<file path="src/rtl/core/tfx_pkg.sv">
// ----------------------------------------------------------------------------
// tfx_pkg
// Shared types, codes and helpers for the tag-length-value field extractor.
// ----------------------------------------------------------------------------
package tfx_pkg;

   localparam int unsigned FifoDepth     = 4;
   localparam int unsigned PtrWidth      = $clog2(FifoDepth);
   localparam int unsigned CountWidth    = $clog2(FifoDepth + 1);
   localparam int unsigned CsrIndexWidth = 8;

   localparam logic [CsrIndexWidth-1:0] CSR_TARGET_TAG = CsrIndexWidth'(0);
   localparam logic [CsrIndexWidth-1:0] CSR_FIELD_TYPE = CsrIndexWidth'(1);
   localparam logic [CsrIndexWidth-1:0] CSR_MAX_LEN    = CsrIndexWidth'(2);
   localparam logic [CsrIndexWidth-1:0] CSR_DEST_SIZE  = CsrIndexWidth'(3);

   localparam logic [2:0] TYPE_CHAR   = 3'd0;
   localparam logic [2:0] TYPE_SHORT  = 3'd1;
   localparam logic [2:0] TYPE_INT    = 3'd2;
   localparam logic [2:0] TYPE_LONG   = 3'd3;
   localparam logic [2:0] TYPE_FLOAT  = 3'd4;
   localparam logic [2:0] TYPE_DOUBLE = 3'd5;

   localparam logic [2:0] ST_OK         = 3'd0;
   localparam logic [2:0] ST_INCOMPLETE = 3'd1;
   localparam logic [2:0] ST_NOT_FOUND  = 3'd2;
   localparam logic [2:0] ST_BAD_RULE   = 3'd3;
   localparam logic [2:0] ST_TOO_LONG   = 3'd4;
   localparam logic [2:0] ST_MISMATCH   = 3'd5;

   typedef struct packed {
      logic        kind;
      logic [63:0] value;
      logic [2:0]  status;
      logic [31:0] field_length;
      logic        last;
   } result_type;

   function automatic logic [31:0] numeric_size(input logic [2:0] t);
      logic [31:0] n;
      case (t)
         TYPE_SHORT: n = 32'd2;
         TYPE_INT, TYPE_FLOAT: n = 32'd4;
         default: n = 32'd8;
      endcase
      return n;
   endfunction

   function automatic result_type make_status(input logic [2:0] st,
                                              input logic [31:0] len,
                                              input logic [63:0] acc,
                                              input logic char_f);
      result_type r;
      r.kind         = 1'b1;
      r.value        = 64'd0;
      r.status       = st;
      r.field_length = 32'd0;
      r.last         = 1'b1;
      if (st == ST_OK) begin
         r.field_length = len;
         if (!char_f) begin
            r.value = acc;
         end
      end
      return r;
   endfunction

   function automatic result_type make_byte(input logic [7:0] b);
      result_type r;
      r.kind         = 1'b0;
      r.value        = {56'd0, b};
      r.status       = ST_OK;
      r.field_length = 32'd0;
      r.last         = 1'b0;
      return r;
   endfunction

endpackage

</file>
<file path="src/rtl/core/tfx_if.sv">
// ----------------------------------------------------------------------------
// tfx channel interfaces
// Byte input, result output and register write channels.
// ----------------------------------------------------------------------------
interface tfx_req_if;
   logic       valid;
   logic       ready;
   logic [7:0] data_byte;
   logic       end_of_message;
   modport source (output valid, output data_byte, output end_of_message, input ready);
   modport sink (input valid, input data_byte, input end_of_message, output ready);
endinterface

interface tfx_rsp_if;
   logic        valid;
   logic        ready;
   logic        kind;
   logic [63:0] value;
   logic [2:0]  status;
   logic [31:0] field_length;
   logic        last;
   modport source (output valid, output kind, output value, output status,
                   output field_length, output last, input ready);
   modport sink (input valid, input kind, input value, input status,
                 input field_length, input last, output ready);
endinterface

interface tfx_csr_if;
   logic                               valid;
   logic                               ready;
   logic [tfx_pkg::CsrIndexWidth-1:0]  index;
   logic [31:0]                        data;
   modport source (output valid, output index, output data, input ready);
   modport sink (input valid, input index, input data, output ready);
endinterface

</file>
<file path="src/rtl/core/tlv_field_extractor.sv">
// ----------------------------------------------------------------------------
// tlv_field_extractor
// Tag-length-value record parser that extracts one configured field.
//
// req_chan carries one message byte per transaction with end_of_message on
// the final byte. rsp_chan gives char payload bytes (kind 0) and exactly one
// final status (kind 1, last 1) per message. csr_chan writes target_tag,
// field_type, max_len and dest_size at indexes 0 to 3; it is always ready.
// One byte is taken per cycle while the queue has room. A byte is held in
// an input register, then parsed combinationally and its up to two results
// are written into a four-entry result queue, from which the first result
// is offered. The input register advances while the queue has room for two
// results, so a stalled receiver backs up into req_chan.ready once three
// results wait in the queue. Reset clears the registers, the parser state
// and the queue; nothing is output until new bytes arrive.
// ----------------------------------------------------------------------------
module tlv_field_extractor (
   input logic       clock,
   input logic       reset,
   tfx_req_if.sink   req_chan,
   tfx_rsp_if.source rsp_chan,
   tfx_csr_if.sink   csr_chan
);
   import tfx_pkg::*;

   typedef enum logic [1:0] {
      PH_HEADER  = 2'd0,
      PH_SKIP    = 2'd1,
      PH_PAYLOAD = 2'd2,
      PH_DONE    = 2'd3
   } phase_type;

   logic [31:0] target_tag_ff;
   logic [2:0]  field_type_ff;
   logic [31:0] max_len_ff;
   logic [31:0] dest_size_ff;

   logic        in_valid_ff;
   logic [7:0]  in_byte_ff;
   logic        in_eom_ff;

   phase_type   phase_ff,     phase_in;
   logic [2:0]  hdr_cnt_ff,   hdr_cnt_in;
   logic [31:0] tag_ff,       tag_in;
   logic [31:0] len_ff,       len_in;
   logic [31:0] rem_ff,       rem_in;
   logic [63:0] acc_ff,       acc_in;
   logic        chk_ff,       chk_in;
   logic [2:0]  pend_ff,      pend_in;
   logic        char_ff,      char_in;

   result_type             fifo_ff [FifoDepth];
   logic [PtrWidth-1:0]    wr_ptr_ff;
   logic [PtrWidth-1:0]    rd_ptr_ff;
   logic [CountWidth-1:0]  cnt_ff;

   result_type  res0, res1;
   logic [1:0]  nres;
   logic        advance;
   logic        pop;

   assign advance = in_valid_ff && (cnt_ff <= CountWidth'(FifoDepth - 2));
   assign pop     = rsp_chan.valid && rsp_chan.ready;

   assign req_chan.ready = !in_valid_ff || advance;
   assign csr_chan.ready = 1'b1;

   assign rsp_chan.valid        = (cnt_ff != '0);
   assign rsp_chan.kind         = fifo_ff[rd_ptr_ff].kind;
   assign rsp_chan.value        = fifo_ff[rd_ptr_ff].value;
   assign rsp_chan.status       = fifo_ff[rd_ptr_ff].status;
   assign rsp_chan.field_length = fifo_ff[rd_ptr_ff].field_length;
   assign rsp_chan.last         = fifo_ff[rd_ptr_ff].last;

   always_comb begin
      result_type r [2];
      logic [1:0] n;
      logic [2:0] t;
      r[0]       = make_byte(8'd0);
      r[1]       = make_byte(8'd0);
      n          = 2'd0;
      t          = field_type_ff;
      phase_in   = phase_ff;
      hdr_cnt_in = hdr_cnt_ff;
      tag_in     = tag_ff;
      len_in     = len_ff;
      rem_in     = rem_ff;
      acc_in     = acc_ff;
      chk_in     = chk_ff;
      pend_in    = pend_ff;
      char_in    = char_ff;

      case (phase_ff)
         PH_HEADER: begin
            if (!hdr_cnt_ff[2]) begin
               tag_in = {tag_ff[23:0], in_byte_ff};
            end else begin
               len_in = {len_ff[23:0], in_byte_ff};
            end
            hdr_cnt_in = hdr_cnt_ff + 3'd1;
            if (hdr_cnt_in == 3'd0) begin
               rem_in = len_in;
               if (tag_in == target_tag_ff) begin
                  char_in = (t == TYPE_CHAR);
                  if (t == TYPE_CHAR) begin
                     if (max_len_ff > dest_size_ff) begin
                        pend_in = ST_BAD_RULE;
                     end else if (len_in > max_len_ff) begin
                        pend_in = ST_TOO_LONG;
                     end else begin
                        pend_in = ST_OK;
                     end
                  end else if (t <= TYPE_DOUBLE) begin
                     if (dest_size_ff != numeric_size(t) || len_in != numeric_size(t)) begin
                        pend_in = ST_MISMATCH;
                     end else begin
                        pend_in = ST_OK;
                     end
                  end else begin
                     pend_in = ST_BAD_RULE;
                  end
                  chk_in = (pend_in == ST_OK);
                  acc_in = 64'd0;
                  if (rem_in == 32'd0) begin
                     r[n[0]]  = make_status(pend_in, len_in, acc_in, char_in);
                     n        = n + 2'd1;
                     phase_in = PH_DONE;
                  end else begin
                     phase_in = PH_PAYLOAD;
                  end
               end else if (rem_in != 32'd0) begin
                  phase_in = PH_SKIP;
               end
            end
         end
         PH_SKIP: begin
            rem_in = rem_ff - 32'd1;
            if (rem_in == 32'd0) begin
               phase_in = PH_HEADER;
            end
         end
         PH_PAYLOAD: begin
            if (chk_ff) begin
               if (char_ff) begin
                  r[n[0]] = make_byte(in_byte_ff);
                  n       = n + 2'd1;
               end else begin
                  acc_in = {acc_ff[55:0], in_byte_ff};
               end
            end
            rem_in = rem_ff - 32'd1;
            if (rem_in == 32'd0) begin
               r[n[0]]  = make_status(pend_ff, len_ff, acc_in, char_ff);
               n        = n + 2'd1;
               phase_in = PH_DONE;
            end
         end
         default: begin
         end
      endcase

      if (in_eom_ff) begin
         if (phase_in != PH_DONE) begin
            if (phase_in == PH_HEADER && hdr_cnt_in == 3'd0) begin
               r[n[0]] = make_status(ST_NOT_FOUND, len_in, acc_in, char_in);
            end else begin
               r[n[0]] = make_status(ST_INCOMPLETE, len_in, acc_in, char_in);
            end
            n = n + 2'd1;
         end
         phase_in   = PH_HEADER;
         hdr_cnt_in = 3'd0;
         tag_in     = 32'd0;
         len_in     = 32'd0;
         rem_in     = 32'd0;
         acc_in     = 64'd0;
         chk_in     = 1'b0;
         pend_in    = ST_OK;
         char_in    = 1'b0;
      end

      res0 = r[0];
      res1 = r[1];
      nres = n;
   end

   always_ff @(posedge clock) begin
      if (reset) begin
         target_tag_ff <= 32'd0;
         field_type_ff <= TYPE_CHAR;
         max_len_ff    <= 32'd0;
         dest_size_ff  <= 32'd0;
         in_valid_ff   <= 1'b0;
         phase_ff      <= PH_HEADER;
         hdr_cnt_ff    <= 3'd0;
         tag_ff        <= 32'd0;
         len_ff        <= 32'd0;
         rem_ff        <= 32'd0;
         acc_ff        <= 64'd0;
         chk_ff        <= 1'b0;
         pend_ff       <= ST_OK;
         char_ff       <= 1'b0;
         wr_ptr_ff     <= '0;
         rd_ptr_ff     <= '0;
         cnt_ff        <= '0;
      end else begin
         if (csr_chan.valid && csr_chan.ready) begin
            case (csr_chan.index)
               CSR_TARGET_TAG: target_tag_ff <= csr_chan.data;
               CSR_FIELD_TYPE: field_type_ff <= csr_chan.data[2:0];
               CSR_MAX_LEN:    max_len_ff    <= csr_chan.data;
               CSR_DEST_SIZE:  dest_size_ff  <= csr_chan.data;
               default: begin
               end
            endcase
         end

         if (req_chan.valid && req_chan.ready) begin
            in_valid_ff <= 1'b1;
            in_byte_ff  <= req_chan.data_byte;
            in_eom_ff   <= req_chan.end_of_message;
         end else if (advance) begin
            in_valid_ff <= 1'b0;
         end

         if (advance) begin
            phase_ff   <= phase_in;
            hdr_cnt_ff <= hdr_cnt_in;
            tag_ff     <= tag_in;
            len_ff     <= len_in;
            rem_ff     <= rem_in;
            acc_ff     <= acc_in;
            chk_ff     <= chk_in;
            pend_ff    <= pend_in;
            char_ff    <= char_in;
            if (nres != 2'd0) begin
               fifo_ff[wr_ptr_ff] <= res0;
            end
            if (nres == 2'd2) begin
               fifo_ff[PtrWidth'(wr_ptr_ff + 1'b1)] <= res1;
            end
            wr_ptr_ff <= PtrWidth'(wr_ptr_ff + PtrWidth'(nres));
         end

         if (pop) begin
            rd_ptr_ff <= PtrWidth'(rd_ptr_ff + 1'b1);
         end

         cnt_ff <= CountWidth'(cnt_ff + (advance ? CountWidth'(nres) : CountWidth'(0))
                   - (pop ? CountWidth'(1) : CountWidth'(0)));
      end
   end

`ifndef NO_ASSERTIONS
   a_fifo_bound: assert property (@(posedge clock) disable iff (reset)
      cnt_ff <= CountWidth'(FifoDepth))
      else $error("result queue overflow");

   a_eom_rearm: assert property (@(posedge clock) disable iff (reset)
      (advance && in_eom_ff) |=> (phase_ff == PH_HEADER && hdr_cnt_ff == 3'd0))
      else $error("parser not rearmed after end of message");

   a_stall_holds_input: assert property (@(posedge clock) disable iff (reset)
      (in_valid_ff && !advance) |=> (in_valid_ff && $stable(in_byte_ff)
                                     && $stable(in_eom_ff)))
      else $error("held byte lost while stalled");

   a_room_for_two: assert property (@(posedge clock) disable iff (reset)
      advance |-> (cnt_ff + CountWidth'(2) <= CountWidth'(FifoDepth)
                   || cnt_ff == CountWidth'(FifoDepth - 2)))
      else $error("queue lacks room for a full transaction");
`endif

endmodule
</file>
<file path="src/flat_wrapper.sv">
// flat-port wrapper written by rule: the top's interface ports become plain ports
module tlv_field_extractor_flat import tfx_pkg::*;
  (clock, reset, req_chan_valid, req_chan_data_byte, req_chan_end_of_message, req_chan_ready, rsp_chan_valid, rsp_chan_kind, rsp_chan_value, rsp_chan_status, rsp_chan_field_length, rsp_chan_last, rsp_chan_ready, csr_chan_valid, csr_chan_index, csr_chan_data, csr_chan_ready);
  tfx_req_if req_chan_i ();
  tfx_rsp_if rsp_chan_i ();
  tfx_csr_if csr_chan_i ();
  input logic clock;
  input logic reset;
  input wire logic [$bits(req_chan_i.valid)-1:0] req_chan_valid;
  input wire logic [$bits(req_chan_i.data_byte)-1:0] req_chan_data_byte;
  input wire logic [$bits(req_chan_i.end_of_message)-1:0] req_chan_end_of_message;
  output wire logic [$bits(req_chan_i.ready)-1:0] req_chan_ready;
  output wire logic [$bits(rsp_chan_i.valid)-1:0] rsp_chan_valid;
  output wire logic [$bits(rsp_chan_i.kind)-1:0] rsp_chan_kind;
  output wire logic [$bits(rsp_chan_i.value)-1:0] rsp_chan_value;
  output wire logic [$bits(rsp_chan_i.status)-1:0] rsp_chan_status;
  output wire logic [$bits(rsp_chan_i.field_length)-1:0] rsp_chan_field_length;
  output wire logic [$bits(rsp_chan_i.last)-1:0] rsp_chan_last;
  input wire logic [$bits(rsp_chan_i.ready)-1:0] rsp_chan_ready;
  input wire logic [$bits(csr_chan_i.valid)-1:0] csr_chan_valid;
  input wire logic [$bits(csr_chan_i.index)-1:0] csr_chan_index;
  input wire logic [$bits(csr_chan_i.data)-1:0] csr_chan_data;
  output wire logic [$bits(csr_chan_i.ready)-1:0] csr_chan_ready;
  assign req_chan_i.valid = req_chan_valid;
  assign req_chan_i.data_byte = req_chan_data_byte;
  assign req_chan_i.end_of_message = req_chan_end_of_message;
  assign req_chan_ready = req_chan_i.ready;
  assign rsp_chan_valid = rsp_chan_i.valid;
  assign rsp_chan_kind = rsp_chan_i.kind;
  assign rsp_chan_value = rsp_chan_i.value;
  assign rsp_chan_status = rsp_chan_i.status;
  assign rsp_chan_field_length = rsp_chan_i.field_length;
  assign rsp_chan_last = rsp_chan_i.last;
  assign rsp_chan_i.ready = rsp_chan_ready;
  assign csr_chan_i.valid = csr_chan_valid;
  assign csr_chan_i.index = csr_chan_index;
  assign csr_chan_i.data = csr_chan_data;
  assign csr_chan_ready = csr_chan_i.ready;
  tlv_field_extractor u_core (.clock(clock), .reset(reset), .req_chan(req_chan_i), .rsp_chan(rsp_chan_i), .csr_chan(csr_chan_i));
endmodule
</file>
<file path="config.mk">
export PLATFORM = sky130hd
export DESIGN_NAME = tlv_field_extractor_flat
export DESIGN_NICKNAME = d
export VERILOG_FILES = /design/src/rtl/core/tfx_pkg.sv /design/src/rtl/core/tfx_if.sv /design/src/rtl/core/tlv_field_extractor.sv /design/src/flat_wrapper.sv
export SDC_FILE = /design/constraint.sdc
export NUM_CORES = 1
export LEC_CHECK = 0
export BUFFER_PORTS_ARGS = -buffer_cell sky130_fd_sc_hd__buf_4
export CORE_AREA = 3 3 310 312
export DETAILED_ROUTE_END_ITERATION = 10
export DIE_AREA = 0 0 313 315
export PLACE_DENSITY = 0.53
export RECOVER_POWER = 25
export SYNTH_ARGS = -nofsm -noshare
export SYNTH_HDL_FRONTEND = slang
export SYNTH_SLANG_ARGS = --single-unit
</file>
<file path="constraint.sdc">
create_clock -name clock -period 13.94 [get_ports clock]
set_input_delay 1.394 -clock clock [delete_from_list [all_inputs] [get_ports clock]]
set_output_delay 1.394 -clock clock [all_outputs]
set_load 0.02 [all_outputs]
</file>
==> results.ini, run 1 <==
[sta]
finalHoldViolCount = 0
clock_skew_ps = 37.30
fin_crit_sh_pct = 67.14
worstMarginPinSlew_ps = 3882
setup_viol = 0
relSlewSlack_pct = -158.8
period_needed_ps = 9359
clock.fmax_ghz = 0.1068
rsz0062_at_grt = no
setup_tns_ps = 0
finalMaxSlewViolations = 257

[flow_run]
drv_cap = 6

[drt]
drt_pass1_iterations = 6
wirelength_um = 96310
final_antenna_net_count = 0
drt_iter0_drc = 2069
vias = 23353
via_per_inst = 5.437
avgRoutedWirePerCell_um = 22.42
drc = 0

[clocking]
max-clock-path-buffers = 3
ctsHtreeMaxLevel = 3
cts_tree = built
clk_latency_ps = 650
cts.repair.resized = 0
postCtsHoldBufs = 0
cts-root-buf = clkbuf_16
cts_buffers = 78
clk_pin_slew_ps = 60
post_cts_buffers = 0
clock_sinks = 688

[floorplan]
chipHeight_um = 315
rows = 112
io_pins = 158
dieArea_sq_mm = 0.09860
dieWidth_um = 313
start_util_pct = 34.89
core_sq_mm = 0.09333

[power_and_ir_drop]
clkPwrFrac_pct = 40.4
pwr-share-comb_pct = 15.0
p_leak_uw = 0.01264
p_int_uw = 3614
switching_share_pct = 26.89
vdd_drop_max_v = 0.00009398
switchingPower_uw = 1329
p_seq_share_pct = 44.6
power_density_mw_per_mm2 = 132.8

[setup_path]
path_max_fanout = 64
cp.arrival_ps = 9620
r2r_cells = 13
cp.required_ps = 14200
start_kind = flop
worstSetupPathType = reg -> reg
cp-end-kind = flop

[final_layout]
area_growth_pct = 14.29
design_area_sq_mm = 0.03721
drive_above_1_share_pct = 14.47
regArea_sq_mm = 0.01787
nFillCells = 9043
fin_nets = 3114
multi_input_area_sq_mm = 0.01364

[synth]
netlist.area_leader.share_pct = 37.72
synth-seq-area-share_pct = 54.87
yosysUniqueCellTypes = 73
avgSynthCellArea_sq_um = 11.15
synth_fp_nets = 3055
ys_seq_elements = 688
synth_area_leader_cell = edfxtp_1
synth_edf_count = 409
syn-cell-area_sq_mm = 0.03256
netlist_top_cells_area = edfxtp_1 (38%), dfxtp_1 (17%), mux4_2 (6.9%), a22oi_1 (3.7%), nor2_1 (3.6%)
postSynth.topFlopCell = edfxtp_1
yosysWarnings = 0
synthCells = 2921
async_flop_share_pct = 0

[global_routing]
grt_pass1_wl_um = 145800
track_usage_pct = 19.20
grt_pass1_vias = 23457
gr-total-overflow = 0
grt_max_degree = 203
antenna_found_initial = 0

[hold_path]
hold_path.class = reg -> reg
hold_depth = 2

[run_status]
status = complete, but fails checks
failed_checks = max-capacitance violations, max-slew violations

[placement]
placed_area_sq_mm = 0.03488
place_congestion = 0.8941
dp_hpwl_um = 61280
portBuffers = 156

[cells by family (layout without fill, tap and decap cells)]
group                      after synthesis  count (layout)  synth area share [%]
and+or+nand+nor                       1090            1090                 15.97
DFF                                    688             688                 54.87
AOI/OAI and AO/OA                      475             475                 9.753
buffers and inverters                  297             416                 3.558
muxes                                  237             237                 11.27
adders and majority gates               80              80                 3.097
xor gates and xnor gates                53              53                 1.468
other                                    1               2               0.01152
[flip-flops by register name (all words and copies together), names as in the netlist, 8 cells and up, named ones only]
register / flops
u_core.acc_ff: 64
u_core.dest_size_ff: 32
u_core.fifo_ff: 400
u_core.in_byte_ff: 8
u_core.len_ff: 32
u_core.max_len_ff: 32
u_core.rem_ff: 32
u_core.tag_ff: 32
u_core.target_tag_ff: 32
[final timing paths]
kind | startpoint | slack, ps | to
max | u_core.hdr_cnt_ff[2] | 4580 | u_core.fifo_ff[0][25]
min | u_core.dest_size_ff[18] | 450 | u_core.dest_size_ff[18]
max reg2reg | u_core.hdr_cnt_ff[2] | 4580 | u_core.fifo_ff[0][25]
min reg2reg | u_core.dest_size_ff[18] | 450 | u_core.dest_size_ff[18]
[layer usage]
metal,wire length [um],share of wire [%],track usage [%]
met5,0,0,0
met4,1991,2.1,4.665
met3,5082,5.3,3.228
met2,46180,48,31.90
met1,43050,45,26.22
[through the flow]
step / cells / power, uW / worst slack [ps] / hold WS (ps) / util, %
6_report: 4295 / 4942 / 4581 / 453.1 / 39.87
3_5_place_dp: 4154 / 3033 / 6752 / 447.9 / 37.37
5_1_grt: 4294 / 5121 / 3646 / 475.2 / 39.87
3_3_place_gp: 4154 / 3029 / 6882 / 441.7 / 37.37
2_1_floorplan: 2921 / 2712 / 2710 / 431.9 / -
4_1_cts: 4294 / 5031 / 6713 / 456.2 / 40.02
[power groups by stage]
stage | combinational, uW | sequential, uW | clock (uW)
2_1_floorplan | 499 | 2210 | 0
3_3_place_gp | 781 | 2250 | 0
3_5_place_dp | 783 | 2250 | 0
4_1_cts | 784 | 2210 | 2040
5_1_grt | 792 | 2210 | 2120
6_report | 741 | 2200 | 2000
[cell type report]
| type | instances | area share [%] |
|---|---|---|
| repair buffers | 192 | 3.594 |
| well taps | 1254 | 4.216 |
| diodes | 1 | 0.006724 |
| clock buffers | 108 | 5.712 |
| inverters | 84 | 0.8473 |
| multi-input cells | 1936 | 36.66 |
| clock inverters | 32 | 0.9414 |
| flip-flops and latches | 688 | 48.02 |
[worst max-delay path, cell delays in order, from the launching register on]
cell	delay, ps
dfxtp_1	1670
clkbuf_1	1550
nor4b_1	330
nand2_1	80
a2111oi_0	980
nand2_1	290
nor4_1	760
a21oi_1	200
nor3_1	330
nand3_4	190
a211oi_4	820
o21bai_4	250
buf_4	510
buf_4	880
[cell usage after synthesis (5+ instances only)]
library cell  count
a22o_1            9
nor2_1          316
edfxtp_1        409
dfxtp_1         279
mux2i_1         100
a22oi_1         159
a31oi_1           9
and3_1            6
nand3b_1          5
o31ai_1          10
buf_1            20
a21oi_1         149
o211ai_1          8
or3_1            11
mux4_2          100
clkbuf_1        162
nor2b_1           5
and2_1          141
a21o_1           28
or2_2             5
or4_1             7
inv_1            84
nor3_1          198
mux2_2           37
nand4_1          28
ha_1             79
xnor2_1          49
nand2_1         267
nand3_1          19
buf_2            29
nand2b_1          9
and4_1            5
o21ai_0          51
nor4b_1           7
nor3b_1           7
o21a_1            8
nor4_1           41
[cell usage in the layout, fill, tap and decap left out, drive strengths merged, types with 22 or more instances in the layout]
cell type	n
edfxtp	409
mux2	37
dfxtp	279
clkbuf	144
nand4	28
a21oi	149
nand2	267
o21ai	52
nor4	42
clkinv	22
xnor2	49
mux2i	100
a21o	28
inv	87
ha	79
a22oi	159
nor2	316
and2	142
mux4	100
buf	156
nor3	199
(Power assumes the default switching activity.)
==> run 2, diff against run 1 <==
--- a/config.mk
+++ b/config.mk
@@ -5,11 +5,12 @@
 export SDC_FILE = /design/constraint.sdc
 export NUM_CORES = 1
 export LEC_CHECK = 0
+export ABC_AREA = 1
 export BUFFER_PORTS_ARGS = -buffer_cell sky130_fd_sc_hd__buf_4
-export CORE_AREA = 3 3 310 312
+export CORE_AREA = 3 3 322 324
 export DETAILED_ROUTE_END_ITERATION = 10
-export DIE_AREA = 0 0 313 315
-export PLACE_DENSITY = 0.53
+export DIE_AREA = 0 0 325 327
+export PLACE_DENSITY = 0.55
 export RECOVER_POWER = 25
 export SYNTH_ARGS = -nofsm -noshare
 export SYNTH_HDL_FRONTEND = slang
==> constraint.sdc (replaced) <==
create_clock -name clock -period 7.6 [get_ports clock]
set_input_delay 0.76 -clock clock [delete_from_list [all_inputs] [get_ports clock]]
set_output_delay 0.76 -clock clock [all_outputs]
set_load 0.02 [all_outputs]
==> run 2 against run 1 <==
  * The run still ends with max-capacitance violations, max-slew violations left
  * Global-route usage increased by 2.1 points
  * Clock power increased by 90%
  * Utilization decreased by 0.91 points
  * Clock skew increased by 2.9 ps
  * Synthesized area increased by 8.3%
  * Flip-flop and latch count unchanged
  * Sequential power increased by 82%
  * Register-to-register slack got worse by 3500 ps
  * Non-clock buffer count increased by 16
  * Cell count increased by 36%
  * Synthesized cell count increased by 51%
  * Count of clock-buffer cells in the layout decreased by 4
  * Critical path type unchanged
  * Critical endpoint is now u_core.len_ff[20]
==> results.ini, run 2 <==
[synth]
ys_seq_elements = 688
synth_edf_count = 409
synth-seq-area-share_pct = 50.67
async_flop_share_pct = 0
avgSynthCellArea_sq_um = 7.977
synth_area_leader_cell = edfxtp_1
synth_fp_nets = 4554
netlist_top_cells_area = edfxtp_1 (35%), dfxtp_1 (16%), nand2_1 (9.6%), a21oi_1 (7.0%), o21ai_0 (6.2%)
postSynth.topFlopCell = edfxtp_1
syn-cell-area_sq_mm = 0.03526
ys_top_cells_by_count = nand2_1 (900), nor2_1 (568), a21oi_1 (493), o21ai_0 (437), edfxtp_1 (409)
synthCells = 4420
netlist.area_leader.share_pct = 34.83
yosysMostFrequentCell = nand2_1
yosysWarnings = 0
yosysUniqueCellTypes = 53

[setup_path]
cp.required_ps = 7990
path_max_fanout = 64
r2r_cells = 10
cp-end-kind = flop
cp.arrival_ps = 6890
worstSetupPathType = reg -> reg
start_kind = flop

[global_routing]
antenna_found_initial = 0
grt_pass1_vias = 29347
grt_max_degree = 120
gr-total-overflow = 0
track_usage_pct = 21.27
grt_pass1_wl_um = 178000

[clocking]
cts-root-buf = clkbuf_16
clk_pin_slew_ps = 70
clock_sinks = 688
clk_latency_ps = 660
ctsHtreeMaxLevel = 3
cts.repair.resized = 0
max-clock-path-buffers = 3
post_cts_buffers = 0
cts_buffers = 78
postCtsHoldBufs = 0
cts_tree = built

[floorplan]
rows = 117
chipHeight_um = 327
dieWidth_um = 325
start_util_pct = 34.76
dieArea_sq_mm = 0.1063
core_sq_mm = 0.1014
io_pins = 158

[final_layout]
regMostFlops = u_core.fifo_ff
diodes = 0
final_cell_mix = nand2_1 (898), nor2_1 (564), a21oi_1 (493)
largest_reg_flops = 400
fin_nets = 4524
final_common_cell = nand2_1
finish.utilization_pct = 38.96
area_growth_pct = 12.10
largestRegisters = u_core.fifo_ff x400, u_core.acc_ff x64
drive_above_1_share_pct = 5.773

[drt]
drc = 0
final_antenna_net_count = 0
avgRoutedWirePerCell_um = 20.04
vias = 31304
via_per_inst = 5.379
drt_iter0_drc = 2879
wirelength_um = 116700
drt_pass1_iterations = 6

[sta]
setup_tns_ps = 0
clock.fmax_ghz = 0.1539
period_needed_ps = 6497
fin_crit_sh_pct = 85.49
finalHoldViolCount = 0
worstMarginPinSlew_ps = 3499
fin_hold_ws_ps = 318.9
finalMaxSlewViolations = 537
clock_skew_ps = 40.22
setup_viol = 0
layout_setup_ws_ps = 1103
rsz0062_at_grt = no
relSlewSlack_pct = -133.2

[placement]
pre_cts_slack_ps = 1964
dp_hpwl_um = 70900
place_congestion = 0.9013
portBuffers = 156

[run_status]
status = complete, but fails checks
failed_checks = max-capacitance violations, max-slew violations

[power_and_ir_drop]
p_leak_uw = 0.01499
vdd_drop_max_v = 0.0001914
power_density_mw_per_mm2 = 235.4

[hold_path]
hold_path.class = in -> reg
hold_depth = 1

[flow_run]
drv_cap = 9

[run 2: cell types whose count changed in the layout (fill, tap and decap cells not counted), sizes merged, moves of 154 or more]
cell and delta:
a21oi +345, inv +177, a22oi -155, nor3 -154, o21ai +415, nand2 +636
nor2 +256, nand3 +317
[run 2: worst paths after layout]
kind | startpoint | to | slack [ps]
hold reg to reg | u_core.len_ff[25] | u_core.len_ff[25] | 460
hold / removal | req_chan_data_byte[7] | u_core.in_byte_ff[7] | 320
setup reg to reg | u_core.cnt_ff[2] | u_core.len_ff[20] | 1100
setup / recovery | u_core.cnt_ff[2] | u_core.len_ff[20] | 1100
[run 2: cell type report]
class	count	area [sq um]
fill	10425	61920
sequential	688	17870
multi-input combinational	3150	15150
clock buffer	104	2090
tap	1368	1712
timing repair buffer	208	1239
inverter	264	1001
clock inverter	38	464.2
[run 2: layer usage]
| layer | routed length, um | vias up | GRT usage [%] |
|---|---|---|---|
| met3 | 7730 | 168 | 3.909 |
| li1 | - | 15087 | - |
| met5 | 0 | - | 0 |
| met4 | 3315 | 0 | 6.402 |
| met2 | 53340 | 1057 | 33.99 |
| met1 | 52270 | 14992 | 29.36 |
[run 2: critical path, cell delays in order (launching register included)]
cell	delay, ps
dfxtp_1	330
a21oi_1	510
inv_1	90
nor2_1	570
inv_1	410
a21oi_1	2580
clkbuf_2	950
inv_1	90
buf_4	360
nand2_1	160
a21oi_1	70
[run 2: cells by family after synthesis]
family	share of synthesized area, %
xor gates and xnor gates	0.1739
DFF	50.67
adders and majority gates	2.860
AOI/OAI and AO/OA	16.36
and+or+nand+nor	23.21
muxes	0.08517
buffers and inverters	6.632
other	0.01064
[run 2: through the flow]
| step | instance area (sq um) | total power, uW | cells |
|---|---|---|---|
| 2_1_floorplan | 35260 | 5022 | 4420 |
| 3_3_place_gp | 37410 | 5739 | 5678 |
| 3_5_place_dp | 37410 | 5742 | 5678 |
| 4_1_cts | 39960 | 9522 | 5820 |
| 5_1_grt | 39530 | 9650 | 5820 |
| 6_report | 39530 | 9303 | 5820 |
[run 2: report_power, final]
group | internal (uW) | leakage, uW | switching, uW | total (uW)
logic | 332 | 0.00751 | 1170 | 1500
registers | 3960 | 0.00623 | 42.8 | 4010
clock network | 2170 | 0.00125 | 1630 | 3800
total | 6460 | 0.0150 | 2840 | 9300
